## src/rtl/core/buddy_block_allocator_top_assert.svh

```systemverilog
// Assertion macros, clocked on clk, disabled while rst_n is low.
`ifndef BUDDY_BLOCK_ALLOCATOR_TOP_ASSERT_SVH
`define BUDDY_BLOCK_ALLOCATOR_TOP_ASSERT_SVH

// Same-cycle implication.
`define BBA_HOLDS(lbl, ante, cons, msg) \
    lbl: assert property (@(posedge clk) disable iff (!rst_n) (ante) |-> (cons)) \
        else $error(msg);

// Next-cycle implication.
`define BBA_NEXT(lbl, ante, cons, msg) \
    lbl: assert property (@(posedge clk) disable iff (!rst_n) (ante) |=> (cons)) \
        else $error(msg);

`endif

```

## src/rtl/core/bba_pkg.sv

```systemverilog
package bba_pkg;

    localparam int MAX_ORDER_DEF  = 8;
    localparam int POOL_UNITS_DEF = 1024;

    localparam int SIZE_W  = 9;
    localparam int START_W = 10;
    localparam int ADDR_W  = 10;

    // free bitmap word
    localparam int WORD_W = 32;
    localparam int BIT_W  = 5;

    localparam logic OP_ALLOC = 1'b0;
    localparam logic OP_FREE  = 1'b1;

    typedef enum logic [3:0] {
        ST_CLEAR,
        ST_IDLE,
        ST_DISPATCH,
        ST_SCAN_RD,
        ST_SCAN_CHK,
        ST_GIVE,
        ST_SET_RD,
        ST_SET_WR,
        ST_FREE_STEP,
        ST_PLACE_RD,
        ST_PLACE_WR,
        ST_DONE
    } state_t;

    typedef struct packed {
        logic busy;
        logic clearing;
    } status_t;

    function automatic int level_words(int pool, int lv);
        return ((pool >> lv) + WORD_W - 1) / WORD_W;
    endfunction

    // first word of an order's bitmap; orders are packed from order 0 up
    function automatic int word_base(int pool, int lv);
        int b;
        b = 0;
        for (int i = 0; i < lv; i++)
        begin
            b = b + level_words(pool, i);
        end
        return b;
    endfunction

endpackage

```

## src/rtl/core/bba_if.sv

```systemverilog
interface bba_req_if;
    import bba_pkg::*;

    logic               valid;
    logic               ready;
    logic               op;
    logic [SIZE_W-1:0]  size;
    logic [START_W-1:0] start_req;

    modport source (output valid, output op, output size, output start_req, input ready);
    modport sink   (input valid, input op, input size, input start_req, output ready);
endinterface

interface bba_rsp_if;
    import bba_pkg::*;

    logic              valid;
    logic              ready;
    logic              ok;
    logic [ADDR_W-1:0] address;

    modport source (output valid, output ok, output address, input ready);
    modport sink   (input valid, input ok, input address, output ready);
endinterface

```

## src/rtl/core/bba_mem.sv

```systemverilog
module bba_mem #(
    parameter int DEPTH = 67,
    parameter int AW    = 7
) (
    input  logic                        clk,
    input  logic                        re,
    input  logic                        we,
    input  logic [AW-1:0]               addr,
    input  logic [bba_pkg::WORD_W-1:0]  wdata,
    output logic [bba_pkg::WORD_W-1:0]  rdata
);
    import bba_pkg::*;

    logic [WORD_W-1:0] store [DEPTH];
    logic [WORD_W-1:0] rdata_reg;

    always_ff @(posedge clk)
    begin
        if (we)
        begin
            store[addr] <= wdata;
        end
        if (re)
        begin
            rdata_reg <= store[addr];
        end
    end

    assign rdata = rdata_reg;

endmodule

```

## src/rtl/core/bba_ctrl.sv

```systemverilog
module bba_ctrl #(
    parameter int MAX_ORDER   = bba_pkg::MAX_ORDER_DEF,
    parameter int POOL_UNITS  = bba_pkg::POOL_UNITS_DEF,
    parameter int TOTAL_WORDS = 66,
    parameter int AW          = 7
) (
    input  logic                        clk,
    input  logic                        rst_n,
    bba_req_if.sink                     req,
    bba_rsp_if.source                   rsp,
    output logic                        mem_re,
    output logic                        mem_we,
    output logic [AW-1:0]               mem_addr,
    output logic [bba_pkg::WORD_W-1:0]  mem_wdata,
    input  logic [bba_pkg::WORD_W-1:0]  mem_rdata,
    output bba_pkg::status_t            status
);
    import bba_pkg::*;

    localparam int PW  = $clog2(POOL_UNITS);
    localparam int IW  = ((PW > START_W) ? PW : START_W) + 2;
    localparam int CW  = ((MAX_ORDER + 1 > SIZE_W) ? MAX_ORDER + 1 : SIZE_W) + 1;
    localparam int LVW = $clog2(MAX_ORDER + 1);
    localparam logic [LVW-1:0] TOP_LV = LVW'(MAX_ORDER);
    localparam logic [BIT_W:0] WORD_N = (BIT_W + 1)'(WORD_W);

    // per-order constants
    logic [AW-1:0] lvl_base  [MAX_ORDER+1];
    logic [IW-1:0] lvl_count [MAX_ORDER+1];

    for (genvar g = 0; g <= MAX_ORDER; g++)
    begin : g_tab
        assign lvl_base[g]  = AW'(word_base(POOL_UNITS, g));
        assign lvl_count[g] = IW'(POOL_UNITS >> g);
    end

    state_t            state_reg, state_next;
    logic [LVW-1:0]    lv_reg, lv_next;
    logic [LVW-1:0]    flv_reg, flv_next;
    logic [IW-1:0]     tgt_reg, tgt_next;
    logic [IW-1:0]     idx_reg, idx_next;
    logic [IW-1:0]     start_reg, start_next;
    logic [CW-1:0]     rem_reg, rem_next;
    logic [CW-1:0]     size_reg, size_next;
    logic              op_reg, op_next;
    logic [AW-1:0]     clr_reg, clr_next;
    logic              res_ok_reg, res_ok_next;
    logic [ADDR_W-1:0] res_addr_reg, res_addr_next;
    logic              out_valid_reg, out_valid_next;
    logic              out_ok_reg, out_ok_next;
    logic [ADDR_W-1:0] out_addr_reg, out_addr_next;

    logic [AW-1:0]     cur_base, top_base;
    logic [IW-1:0]     cur_count, top_count, flv_count;
    logic [CW-1:0]     cur_bsz, free_bsz, give_half;
    logic [LVW-1:0]    lv_min, lv_dec;
    logic [BIT_W-1:0]  ffs_pos;
    logic [IW-1:0]     bud, free_idx, found_idx, clr_rem;
    logic [WORD_W-1:0] clr_word;
    logic              word_hit, more_words, scan_last, bud_free, size_fail;
    logic              clr_last, give_end, accept, out_take, out_load;

    assign cur_base  = lvl_base[lv_reg];
    assign cur_count = lvl_count[lv_reg];
    assign top_base  = lvl_base[MAX_ORDER];
    assign top_count = lvl_count[MAX_ORDER];
    assign flv_count = lvl_count[flv_reg];

    assign cur_bsz   = CW'(1) << lv_reg;
    assign free_bsz  = CW'(1) << flv_reg;
    assign lv_dec    = LVW'(lv_reg - 1'b1);
    assign give_half = CW'(1) << lv_dec;
    assign size_fail = size_reg > (CW'(1) << MAX_ORDER);

    always_comb
    begin
        lv_min = TOP_LV;
        for (int g = MAX_ORDER; g >= 0; g--)
        begin
            if ((CW'(1) << g) >= size_reg)
            begin
                lv_min = LVW'(g);
            end
        end
    end

    always_comb
    begin
        ffs_pos = '0;
        for (int b = WORD_W - 1; b >= 0; b--)
        begin
            if (mem_rdata[b])
            begin
                ffs_pos = BIT_W'(b);
            end
        end
    end

    assign word_hit   = (tgt_reg < cur_count) && (mem_rdata != '0);
    assign more_words = (tgt_reg + IW'(WORD_W)) < cur_count;
    assign scan_last  = (lv_reg == TOP_LV);
    assign found_idx  = {tgt_reg[IW-1:BIT_W], ffs_pos};
    assign bud        = tgt_reg ^ IW'(1);
    assign bud_free   = (lv_reg != TOP_LV) && (bud < cur_count) && mem_rdata[bud[BIT_W-1:0]];
    assign free_idx   = start_reg >> flv_reg;
    assign give_end   = (rem_reg == '0) || (lv_reg == '0);

    // reset contents: top order free, everything else used
    assign clr_rem  = top_count - (IW'(AW'(clr_reg - top_base)) << BIT_W);
    assign clr_word = (clr_reg < top_base) ? '0 :
                      (clr_rem >= IW'(WORD_W)) ? '1 :
                      ({WORD_W{1'b1}} >> (WORD_N - clr_rem[BIT_W:0]));
    assign clr_last = (clr_reg == AW'(TOTAL_WORDS - 1));

    assign accept   = req.valid && req.ready;
    assign out_take = out_valid_reg && rsp.ready;
    assign out_load = (state_reg == ST_DONE) && (!out_valid_reg || rsp.ready);

    assign mem_addr = (state_reg == ST_CLEAR) ? clr_reg
                                              : AW'(cur_base + AW'(tgt_reg >> BIT_W));

    always_comb
    begin
        state_next = state_reg;
        case (state_reg)
            ST_CLEAR:
                if (clr_last) state_next = ST_IDLE;
            ST_IDLE:
                if (req.valid) state_next = ST_DISPATCH;
            ST_DISPATCH:
                if (op_reg == OP_FREE)  state_next = ST_FREE_STEP;
                else if (size_fail)     state_next = ST_DONE;
                else                    state_next = ST_SCAN_RD;
            ST_SCAN_RD:
                state_next = ST_SCAN_CHK;
            ST_SCAN_CHK:
                if (word_hit)                      state_next = ST_GIVE;
                else if (more_words || !scan_last) state_next = ST_SCAN_RD;
                else                               state_next = ST_DONE;
            ST_GIVE:
                if (give_end)                    state_next = ST_DONE;
                else if (rem_reg >= give_half)   state_next = ST_SET_RD;
            ST_SET_RD:
                state_next = ST_SET_WR;
            ST_SET_WR:
                state_next = ST_GIVE;
            ST_FREE_STEP:
                if (rem_reg >= free_bsz)
                begin
                    if (free_idx < flv_count) state_next = ST_PLACE_RD;
                end
                else if (flv_reg == '0)
                begin
                    state_next = ST_DONE;
                end
            ST_PLACE_RD:
                state_next = ST_PLACE_WR;
            ST_PLACE_WR:
                if (bud_free) state_next = ST_PLACE_RD;
                else          state_next = ST_FREE_STEP;
            ST_DONE:
                if (out_load) state_next = ST_IDLE;
            default:
                state_next = ST_IDLE;
        endcase
    end

    always_comb
    begin
        lv_next       = lv_reg;
        flv_next      = flv_reg;
        tgt_next      = tgt_reg;
        idx_next      = idx_reg;
        start_next    = start_reg;
        rem_next      = rem_reg;
        size_next     = size_reg;
        op_next       = op_reg;
        clr_next      = clr_reg;
        res_ok_next   = res_ok_reg;
        res_addr_next = res_addr_reg;
        mem_re        = 1'b0;
        mem_we        = 1'b0;
        mem_wdata     = mem_rdata;
        case (state_reg)
            ST_CLEAR:
            begin
                mem_we    = 1'b1;
                mem_wdata = clr_word;
                clr_next  = AW'(clr_reg + 1'b1);
            end
            ST_IDLE:
                if (accept)
                begin
                    op_next    = req.op;
                    size_next  = CW'(req.size);
                    start_next = IW'(req.start_req);
                end
            ST_DISPATCH:
            begin
                res_ok_next   = 1'b1;
                res_addr_next = '0;
                if (op_reg == OP_FREE)
                begin
                    flv_next = TOP_LV;
                    rem_next = size_reg;
                end
                else if (size_fail)
                begin
                    res_ok_next = 1'b0;
                end
                else
                begin
                    lv_next  = lv_min;
                    tgt_next = '0;
                end
            end
            ST_SCAN_RD:
                mem_re = 1'b1;
            ST_SCAN_CHK:
                if (word_hit)
                begin
                    mem_we        = 1'b1;
                    mem_wdata     = mem_rdata & ~(WORD_W'(1) << ffs_pos);
                    idx_next      = found_idx;
                    res_addr_next = ADDR_W'(found_idx << lv_reg);
                    rem_next      = (size_reg >= cur_bsz) ? '0 : CW'(cur_bsz - size_reg);
                end
                else if (more_words)
                begin
                    tgt_next = IW'(tgt_reg + IW'(WORD_W));
                end
                else if (!scan_last)
                begin
                    lv_next  = LVW'(lv_reg + 1'b1);
                    tgt_next = '0;
                end
                else
                begin
                    // pool exhausted
                    res_ok_next = 1'b0;
                end
            ST_GIVE:
                if (!give_end)
                begin
                    lv_next = lv_dec;
                    if (rem_reg >= give_half)
                    begin
                        idx_next = {idx_reg[IW-2:0], 1'b0};
                        tgt_next = {idx_reg[IW-2:0], 1'b1};
                        rem_next = CW'(rem_reg - give_half);
                    end
                    else
                    begin
                        idx_next = {idx_reg[IW-2:0], 1'b1};
                    end
                end
            ST_SET_RD:
                mem_re = 1'b1;
            ST_SET_WR:
            begin
                mem_we    = 1'b1;
                mem_wdata = mem_rdata | (WORD_W'(1) << tgt_reg[BIT_W-1:0]);
            end
            ST_FREE_STEP:
                if (rem_reg >= free_bsz)
                begin
                    rem_next   = CW'(rem_reg - free_bsz);
                    start_next = IW'(start_reg + IW'(free_bsz));
                    if (free_idx < flv_count)
                    begin
                        lv_next  = flv_reg;
                        tgt_next = free_idx;
                    end
                end
                else if (flv_reg != '0)
                begin
                    flv_next = LVW'(flv_reg - 1'b1);
                end
            ST_PLACE_RD:
                mem_re = 1'b1;
            ST_PLACE_WR:
            begin
                mem_we = 1'b1;
                if (bud_free)
                begin
                    // buddy free: both go, parent tried one order up
                    mem_wdata = mem_rdata & ~(WORD_W'(3) << {tgt_reg[BIT_W-1:1], 1'b0});
                    lv_next   = LVW'(lv_reg + 1'b1);
                    tgt_next  = tgt_reg >> 1;
                end
                else
                begin
                    mem_wdata = mem_rdata | (WORD_W'(1) << tgt_reg[BIT_W-1:0]);
                end
            end
            ST_DONE:
            begin
            end
            default:
            begin
            end
        endcase
    end

    always_comb
    begin
        out_valid_next = out_valid_reg;
        out_ok_next    = out_ok_reg;
        out_addr_next  = out_addr_reg;
        if (out_load)
        begin
            out_valid_next = 1'b1;
            out_ok_next    = res_ok_reg;
            out_addr_next  = res_addr_reg;
        end
        else if (out_take)
        begin
            out_valid_next = 1'b0;
        end
    end

    always_ff @(posedge clk or negedge rst_n)
    begin
        if (!rst_n)
        begin
            state_reg     <= ST_CLEAR;
            clr_reg       <= '0;
            out_valid_reg <= 1'b0;
        end
        else
        begin
            state_reg     <= state_next;
            clr_reg       <= clr_next;
            out_valid_reg <= out_valid_next;
        end
    end

    always_ff @(posedge clk)
    begin
        lv_reg       <= lv_next;
        flv_reg      <= flv_next;
        tgt_reg      <= tgt_next;
        idx_reg      <= idx_next;
        start_reg    <= start_next;
        rem_reg      <= rem_next;
        size_reg     <= size_next;
        op_reg       <= op_next;
        res_ok_reg   <= res_ok_next;
        res_addr_reg <= res_addr_next;
        out_ok_reg   <= out_ok_next;
        out_addr_reg <= out_addr_next;
    end

    assign req.ready       = (state_reg == ST_IDLE);
    assign rsp.valid       = out_valid_reg;
    assign rsp.ok          = out_ok_reg;
    assign rsp.address     = out_addr_reg;
    assign status.busy     = (state_reg != ST_IDLE);
    assign status.clearing = (state_reg == ST_CLEAR);

endmodule

```

## src/rtl/core/buddy_block_allocator_top.sv

```systemverilog
// Channel  Dir  Word fields
// req      in   op, size, start_req
// rsp      out  ok, address
//
// Allocate: scans 32-bit bitmap words from the smallest fitting order upward (up to
// all 66 words with 1024 units), walks back down one order per step, sets each half freed.
// Free: steps through pieces and order levels, places each piece and merges free buddies upward.
// Accept, dispatch and result add states per word; every bitmap access uses the single RAM port.
// After reset a clearing pass writes all TOTAL_WORDS (66) bitmap words before req is ready.
// A finished word waits in the rsp register; the next request is taken meanwhile.
`include "buddy_block_allocator_top_assert.svh"

module buddy_block_allocator_top #(
    parameter int MAX_ORDER  = bba_pkg::MAX_ORDER_DEF,
    parameter int POOL_UNITS = bba_pkg::POOL_UNITS_DEF
) (
    input  logic       clk,
    input  logic       rst_n,
    bba_req_if.sink    req,
    bba_rsp_if.source  rsp
);
    import bba_pkg::*;

    localparam int TOTAL_WORDS = word_base(POOL_UNITS, MAX_ORDER + 1);
    localparam int DEPTH       = TOTAL_WORDS + 1;
    localparam int AW          = $clog2(DEPTH);

    logic              mem_re;
    logic              mem_we;
    logic [AW-1:0]     mem_addr;
    logic [WORD_W-1:0] mem_wdata;
    logic [WORD_W-1:0] mem_rdata;
    status_t           st;

    bba_ctrl #(
        .MAX_ORDER   (MAX_ORDER),
        .POOL_UNITS  (POOL_UNITS),
        .TOTAL_WORDS (TOTAL_WORDS),
        .AW          (AW)
    ) u_ctrl (
        .clk       (clk),
        .rst_n     (rst_n),
        .req       (req),
        .rsp       (rsp),
        .mem_re    (mem_re),
        .mem_we    (mem_we),
        .mem_addr  (mem_addr),
        .mem_wdata (mem_wdata),
        .mem_rdata (mem_rdata),
        .status    (st)
    );

    bba_mem #(
        .DEPTH (DEPTH),
        .AW    (AW)
    ) u_mem (
        .clk   (clk),
        .re    (mem_re),
        .we    (mem_we),
        .addr  (mem_addr),
        .wdata (mem_wdata),
        .rdata (mem_rdata)
    );

    `BBA_NEXT(a_accept_busy, req.valid && req.ready, st.busy && !st.clearing, "accept not followed by work")
    `BBA_HOLDS(a_rmw_pair, mem_we && !st.clearing, $past(mem_re) && ($past(mem_addr) == mem_addr), "write without matching read")
    `BBA_HOLDS(a_wr_range, mem_we, mem_addr < AW'(TOTAL_WORDS), "bitmap write out of range")
    `BBA_HOLDS(a_fail_zero, rsp.valid && !rsp.ok, rsp.address == '0, "failed allocate with address")

endmodule

```

## src/flat_wrapper.sv

```systemverilog
// flat-port wrapper written by rule: the top's interface ports become plain ports
module buddy_block_allocator_top_flat import bba_pkg::*;
#(
    parameter int MAX_ORDER  = bba_pkg::MAX_ORDER_DEF,
    parameter int POOL_UNITS = bba_pkg::POOL_UNITS_DEF
)
  (clk, rst_n, req_valid, req_op, req_size, req_start_req, req_ready, rsp_valid, rsp_ok, rsp_address, rsp_ready);
  bba_req_if req_i ();
  bba_rsp_if rsp_i ();
  input  logic clk;
  input  logic rst_n;
  input wire logic [$bits(req_i.valid)-1:0] req_valid;
  input wire logic [$bits(req_i.op)-1:0] req_op;
  input wire logic [$bits(req_i.size)-1:0] req_size;
  input wire logic [$bits(req_i.start_req)-1:0] req_start_req;
  output wire logic [$bits(req_i.ready)-1:0] req_ready;
  output wire logic [$bits(rsp_i.valid)-1:0] rsp_valid;
  output wire logic [$bits(rsp_i.ok)-1:0] rsp_ok;
  output wire logic [$bits(rsp_i.address)-1:0] rsp_address;
  input wire logic [$bits(rsp_i.ready)-1:0] rsp_ready;
  assign req_i.valid = req_valid;
  assign req_i.op = req_op;
  assign req_i.size = req_size;
  assign req_i.start_req = req_start_req;
  assign req_ready = req_i.ready;
  assign rsp_valid = rsp_i.valid;
  assign rsp_ok = rsp_i.ok;
  assign rsp_address = rsp_i.address;
  assign rsp_i.ready = rsp_ready;
  buddy_block_allocator_top #(.MAX_ORDER(MAX_ORDER), .POOL_UNITS(POOL_UNITS)) u_core (.clk(clk), .rst_n(rst_n), .req(req_i), .rsp(rsp_i));
endmodule
```

## config.mk

```make
export PLATFORM = sky130hd
export DESIGN_NAME = buddy_block_allocator_top_flat
export DESIGN_NICKNAME = d
export VERILOG_FILES = /design/src/rtl/core/bba_pkg.sv /design/src/rtl/core/bba_if.sv /design/src/rtl/core/bba_mem.sv /design/src/rtl/core/bba_ctrl.sv /design/src/rtl/core/buddy_block_allocator_top.sv /design/src/flat_wrapper.sv
export VERILOG_INCLUDE_DIRS = /design/src /design/src/rtl/core
export SDC_FILE = /design/constraint.sdc
export NUM_CORES = 2
export LEC_CHECK = 0
export BUFFER_PORTS_ARGS = -buffer_cell sky130_fd_sc_hd__buf_2
export CAP_MARGIN = 20
export CORE_MARGIN = 8
export CORE_UTILIZATION = 40
export CTS_CLUSTER_SIZE = 24
export DETAILED_ROUTE_END_ITERATION = 7
export GPL_ROUTABILITY_DRIVEN = 0
export PLACE_DENSITY = 0.6
export SLEW_MARGIN = 20
export SYNTH_ARGS = -nofsm -noshare
export SYNTH_HDL_FRONTEND = slang
export SYNTH_SLANG_ARGS = --single-unit
export TNS_END_PERCENT = 50
```

## constraint.sdc

```tcl
create_clock -name clk -period 5.4 [get_ports clk]
set_input_delay 0.81 -clock clk [delete_from_list [all_inputs] [get_ports clk]]
set_output_delay 0.81 -clock clk [all_outputs]
set_load 0.005 [all_outputs]
```

==> flow_metrics.tcl <==
set metrics [dict create \
    status "finished with violations" \
    violations "DRC" \
    max_slew_margin_pct 18.94 \
    drive_gt1_share_pct 15.52 \
    synth_most_common_cell "edfxtp_1" \
    r2r_start "u_core.u_ctrl.lv_reg[0]$_DFFE_PP_" \
    rsz0062_at_grt "true" \
    synth_nets 5734 \
    synth_cell_types 84 \
    io_pins 37 \
    dp.cells 8732 \
    drc 5 \
    setup_slack_ns 0.06602 \
    via_count 59140 \
    worstPathMaxFanout 27 \
    synth_top_area_share_pct 75.60 \
    holdPathEnd "u_core.u_ctrl.size_reg[8]$_DFFE_PP_" \
    final_antenna_net_count 0 \
    wire_per_inst_um 33.46 \
    yosys_warnings 0 \
    leakagePower_uw 0.02894 \
    power_density_nw_per_um2 327.2 \
    grt_pass1_wl_um 426800 \
    synth.top_cells.by_count "edfxtp_1, a22oi_1, nand2_1" \
    timing.hold.ws_ns 0.1326 \
    largest_reg_flops 2144 \
    viasPerCell 6.451 \
    cts_inserted_buffers 222 \
    final_nets 6084 \
    finalSetupViolCount 0 \
    hp-class "in2reg" \
    initial_core_util_pct 40.09 \
    worstPathRequired_ns 6.06 \
    die_area_um2 239900 \
    drv_slew 0 \
    cts_tree "yes" \
    worstSetupPathType "reg2reg" \
    clock_sinks 2273 \
    synthArstFlopShare_pct 0.5279 \
    ff2ff_path_depth 16 \
    hold_violations 0 \
    grt_pass1_vias 55990 \
    clkLatencyLatePin_ns 0.92 \
    r2r-end "u_core.u_mem.rdata[23]$_DFFE_PP_" \
    fmax_ghz 0.1875 \
    core_region_area_um2 224000 \
    fin_cells 9167 \
    regToRegSetupSlack_ns 0.07 \
    tightest_slew_ns 1.213 \
    synth_seq_cells 2273 \
    place_ws_ns -0.03467 \
    synthFlopType "edfxtp_1" \
    drt-total-wl_um 306700 \
    grt_max_degree 68 \
    htree_num_levels 4 \
    holdPathStages 1 \
    dp_hpwl_um 186800 \
    drt_iter0_markers 10940 \
    end_kind "register" \
    maxCapViolCount 0 \
    cts_buffer_depth 3 \
    clkTransAtPathRegs_ns 0.07 \
    synth_edf_count 2261 \
    worst_clock_skew_ns 0.07713 \
    period_minus_slack_ns 5.334 \
    min_from "req_size[8]" \
    antenna_found_initial 23 \
    overflow 0 \
    synth_area_per_cell_um2 15.99 \
    cts-root-buf "clkbuf_16" \
    synthesis.area_um2 89800 \
    die_h_um 489.8 \
    yosys.area.top_type "edfxtp_1" \
    synthToLayoutAreaGrowth_pct 17.48 \
    row_count 174 \
    die_w_um 489.8 \
    port_buffers 36 \
    first_pass_iters 8 \
    post-route-period-util_pct 98.78 \
    worstPathArrival_ns 5.99 \
    peakVddDrop_uv 291.1 \
    grt_usage_pct 24.66 \
    critPathLaunchType "register" \
    total_power_uw 34520 \
    synthTopCellsByArea "edfxtp_1, a22oi_1, a222oi_1" \
    seq_area_frac_synth_pct 75.94 \
    syn-instance-count 5617 \
]
==> area by class of cell <==
class | count | area [um2]
Sequential cell | 2273 | 68200
Tap cell | 2992 | 3744
Clock inverter | 137 | 1424
Multi-Input combinational cell | 2923 | 20820
Antenna cell | 9 | 22.52
Timing Repair Buffer | 480 | 5225
Fill cell | 18840 | 118500
Clock buffer | 286 | 5817
Inverter | 67 | 251.5
==> placed cells by master, fill, tap and decap left out, drive strengths merged, types with 19 or more instances in the layout <==
master  count
a222oi    266
mux2i      71
xor2       19
a221oi     35
a211oi     53
nor4       23
and2       20
buf       478
a21oi     197
nor2      195
nand2     382
and3       26
a31oi      30
or3        22
o211ai     37
a311oi     23
nand3     140
a22oi     500
nand4     161
a21o       34
ha         88
o22ai      38
nor2b      31
xnor2      27
edfxtp   2261
clkinv    109
clkbuf    287
bufinv     19
inv        71
a22o       42
mux2       19
o21ai     137
nand2b     40
nor3       44
==> power breakdown <==
part | total [uW] | switching [uW] | internal, uW
combinational | 14.2 | 6.40 | 7.84
clock | 15400 | 6840 | 8570
sequential | 19100 | 0.0000000000000137 | 19100
==> metal layers <==
| layer | routed length [um] | vias up | GRT usage (%) |
|---|---|---|---|
| li1 | - | 24020 | - |
| met1 | 114600 | 29950 | 33.36 |
| met2 | 134700 | 4386 | 37.11 |
| met3 | 38970 | 781 | 6.234 |
| met4 | 18440 | 4 | 12.44 |
| met5 | 28 | - | 0 |
==> worst max path at each step <==
| stage | slack [ns] | end | startpoint | cells after the start |
|---|---|---|---|---|
| 2_1_floorplan | -0.47 | u_core.u_mem.store[13][0]$_DFFE_PP_ | u_core.u_ctrl.lv_reg[0]$_DFFE_PP_ | 16 |
| 3_3_place_gp | -0.03 | u_core.u_mem.rdata[3]$_DFFE_PP_ | u_core.u_ctrl.lv_reg[0]$_DFFE_PP_ | 16 |
| 3_5_place_dp | -0.03 | u_core.u_mem.rdata[3]$_DFFE_PP_ | u_core.u_ctrl.lv_reg[0]$_DFFE_PP_ | 16 |
| 4_1_cts | 0.07 | u_core.u_mem.rdata[23]$_DFFE_PP_ | u_core.u_ctrl.lv_reg[0]$_DFFE_PP_ | 16 |
| 5_1_grt | -0.05 | u_core.u_mem.rdata[23]$_DFFE_PP_ | u_core.u_ctrl.lv_reg[0]$_DFFE_PP_ | 16 |
| 6_report | 0.07 | u_core.u_mem.rdata[23]$_DFFE_PP_ | u_core.u_ctrl.lv_reg[0]$_DFFE_PP_ | 16 |
==> through the flow <==
stage               setup TNS, ns  area, um2  utilization, %
floorplan                 -761.64      89860               -
global placement         -0.02577      98150           43.81
detailed placement       -0.03467      98170           43.82
CTS                             0     105400           47.06
global route             -0.05489     105500           47.09
finish                          0     105500           47.09
==> timing repair <==
item                       CTS  global route
setup endpoints to repair    1             5
hold buffers                 1             0
gates resized for setup      1             4
hold endpoints to repair    12             0
setup buffers                0             0
==> logic make-up after synthesis <==
kind of cell               Yosys count  synth area share [%]
xor gates and xnor gates            46                0.4486
DFF                               2273                 75.94
muxes                               96                 1.180
buffers and inverters              421                 1.916
and+or+nand+nor                   1147                 6.266
AOI/OAI and AO/OA                 1541                 12.91
adders and majority gates           93                 1.338
==> worst max-delay path, stage by stage (launching register included) <==
cell and delay (ns):
edfxtp_1 0.46, inv_1 0.12, ha_1 0.23, a21o_1 0.16
ha_1 0.21, fa_1 0.47, xor2_1 0.55, nor3_2 0.14
or2_4 0.38, buf_12 0.21, a222oi_1 0.54, buf_4 0.20
nand4_1 0.10, a222oi_1 0.52, buf_4 0.23, o221ai_1 0.21
or3_1 0.38
No activity file was read; power rests on OpenSTA's default activity.
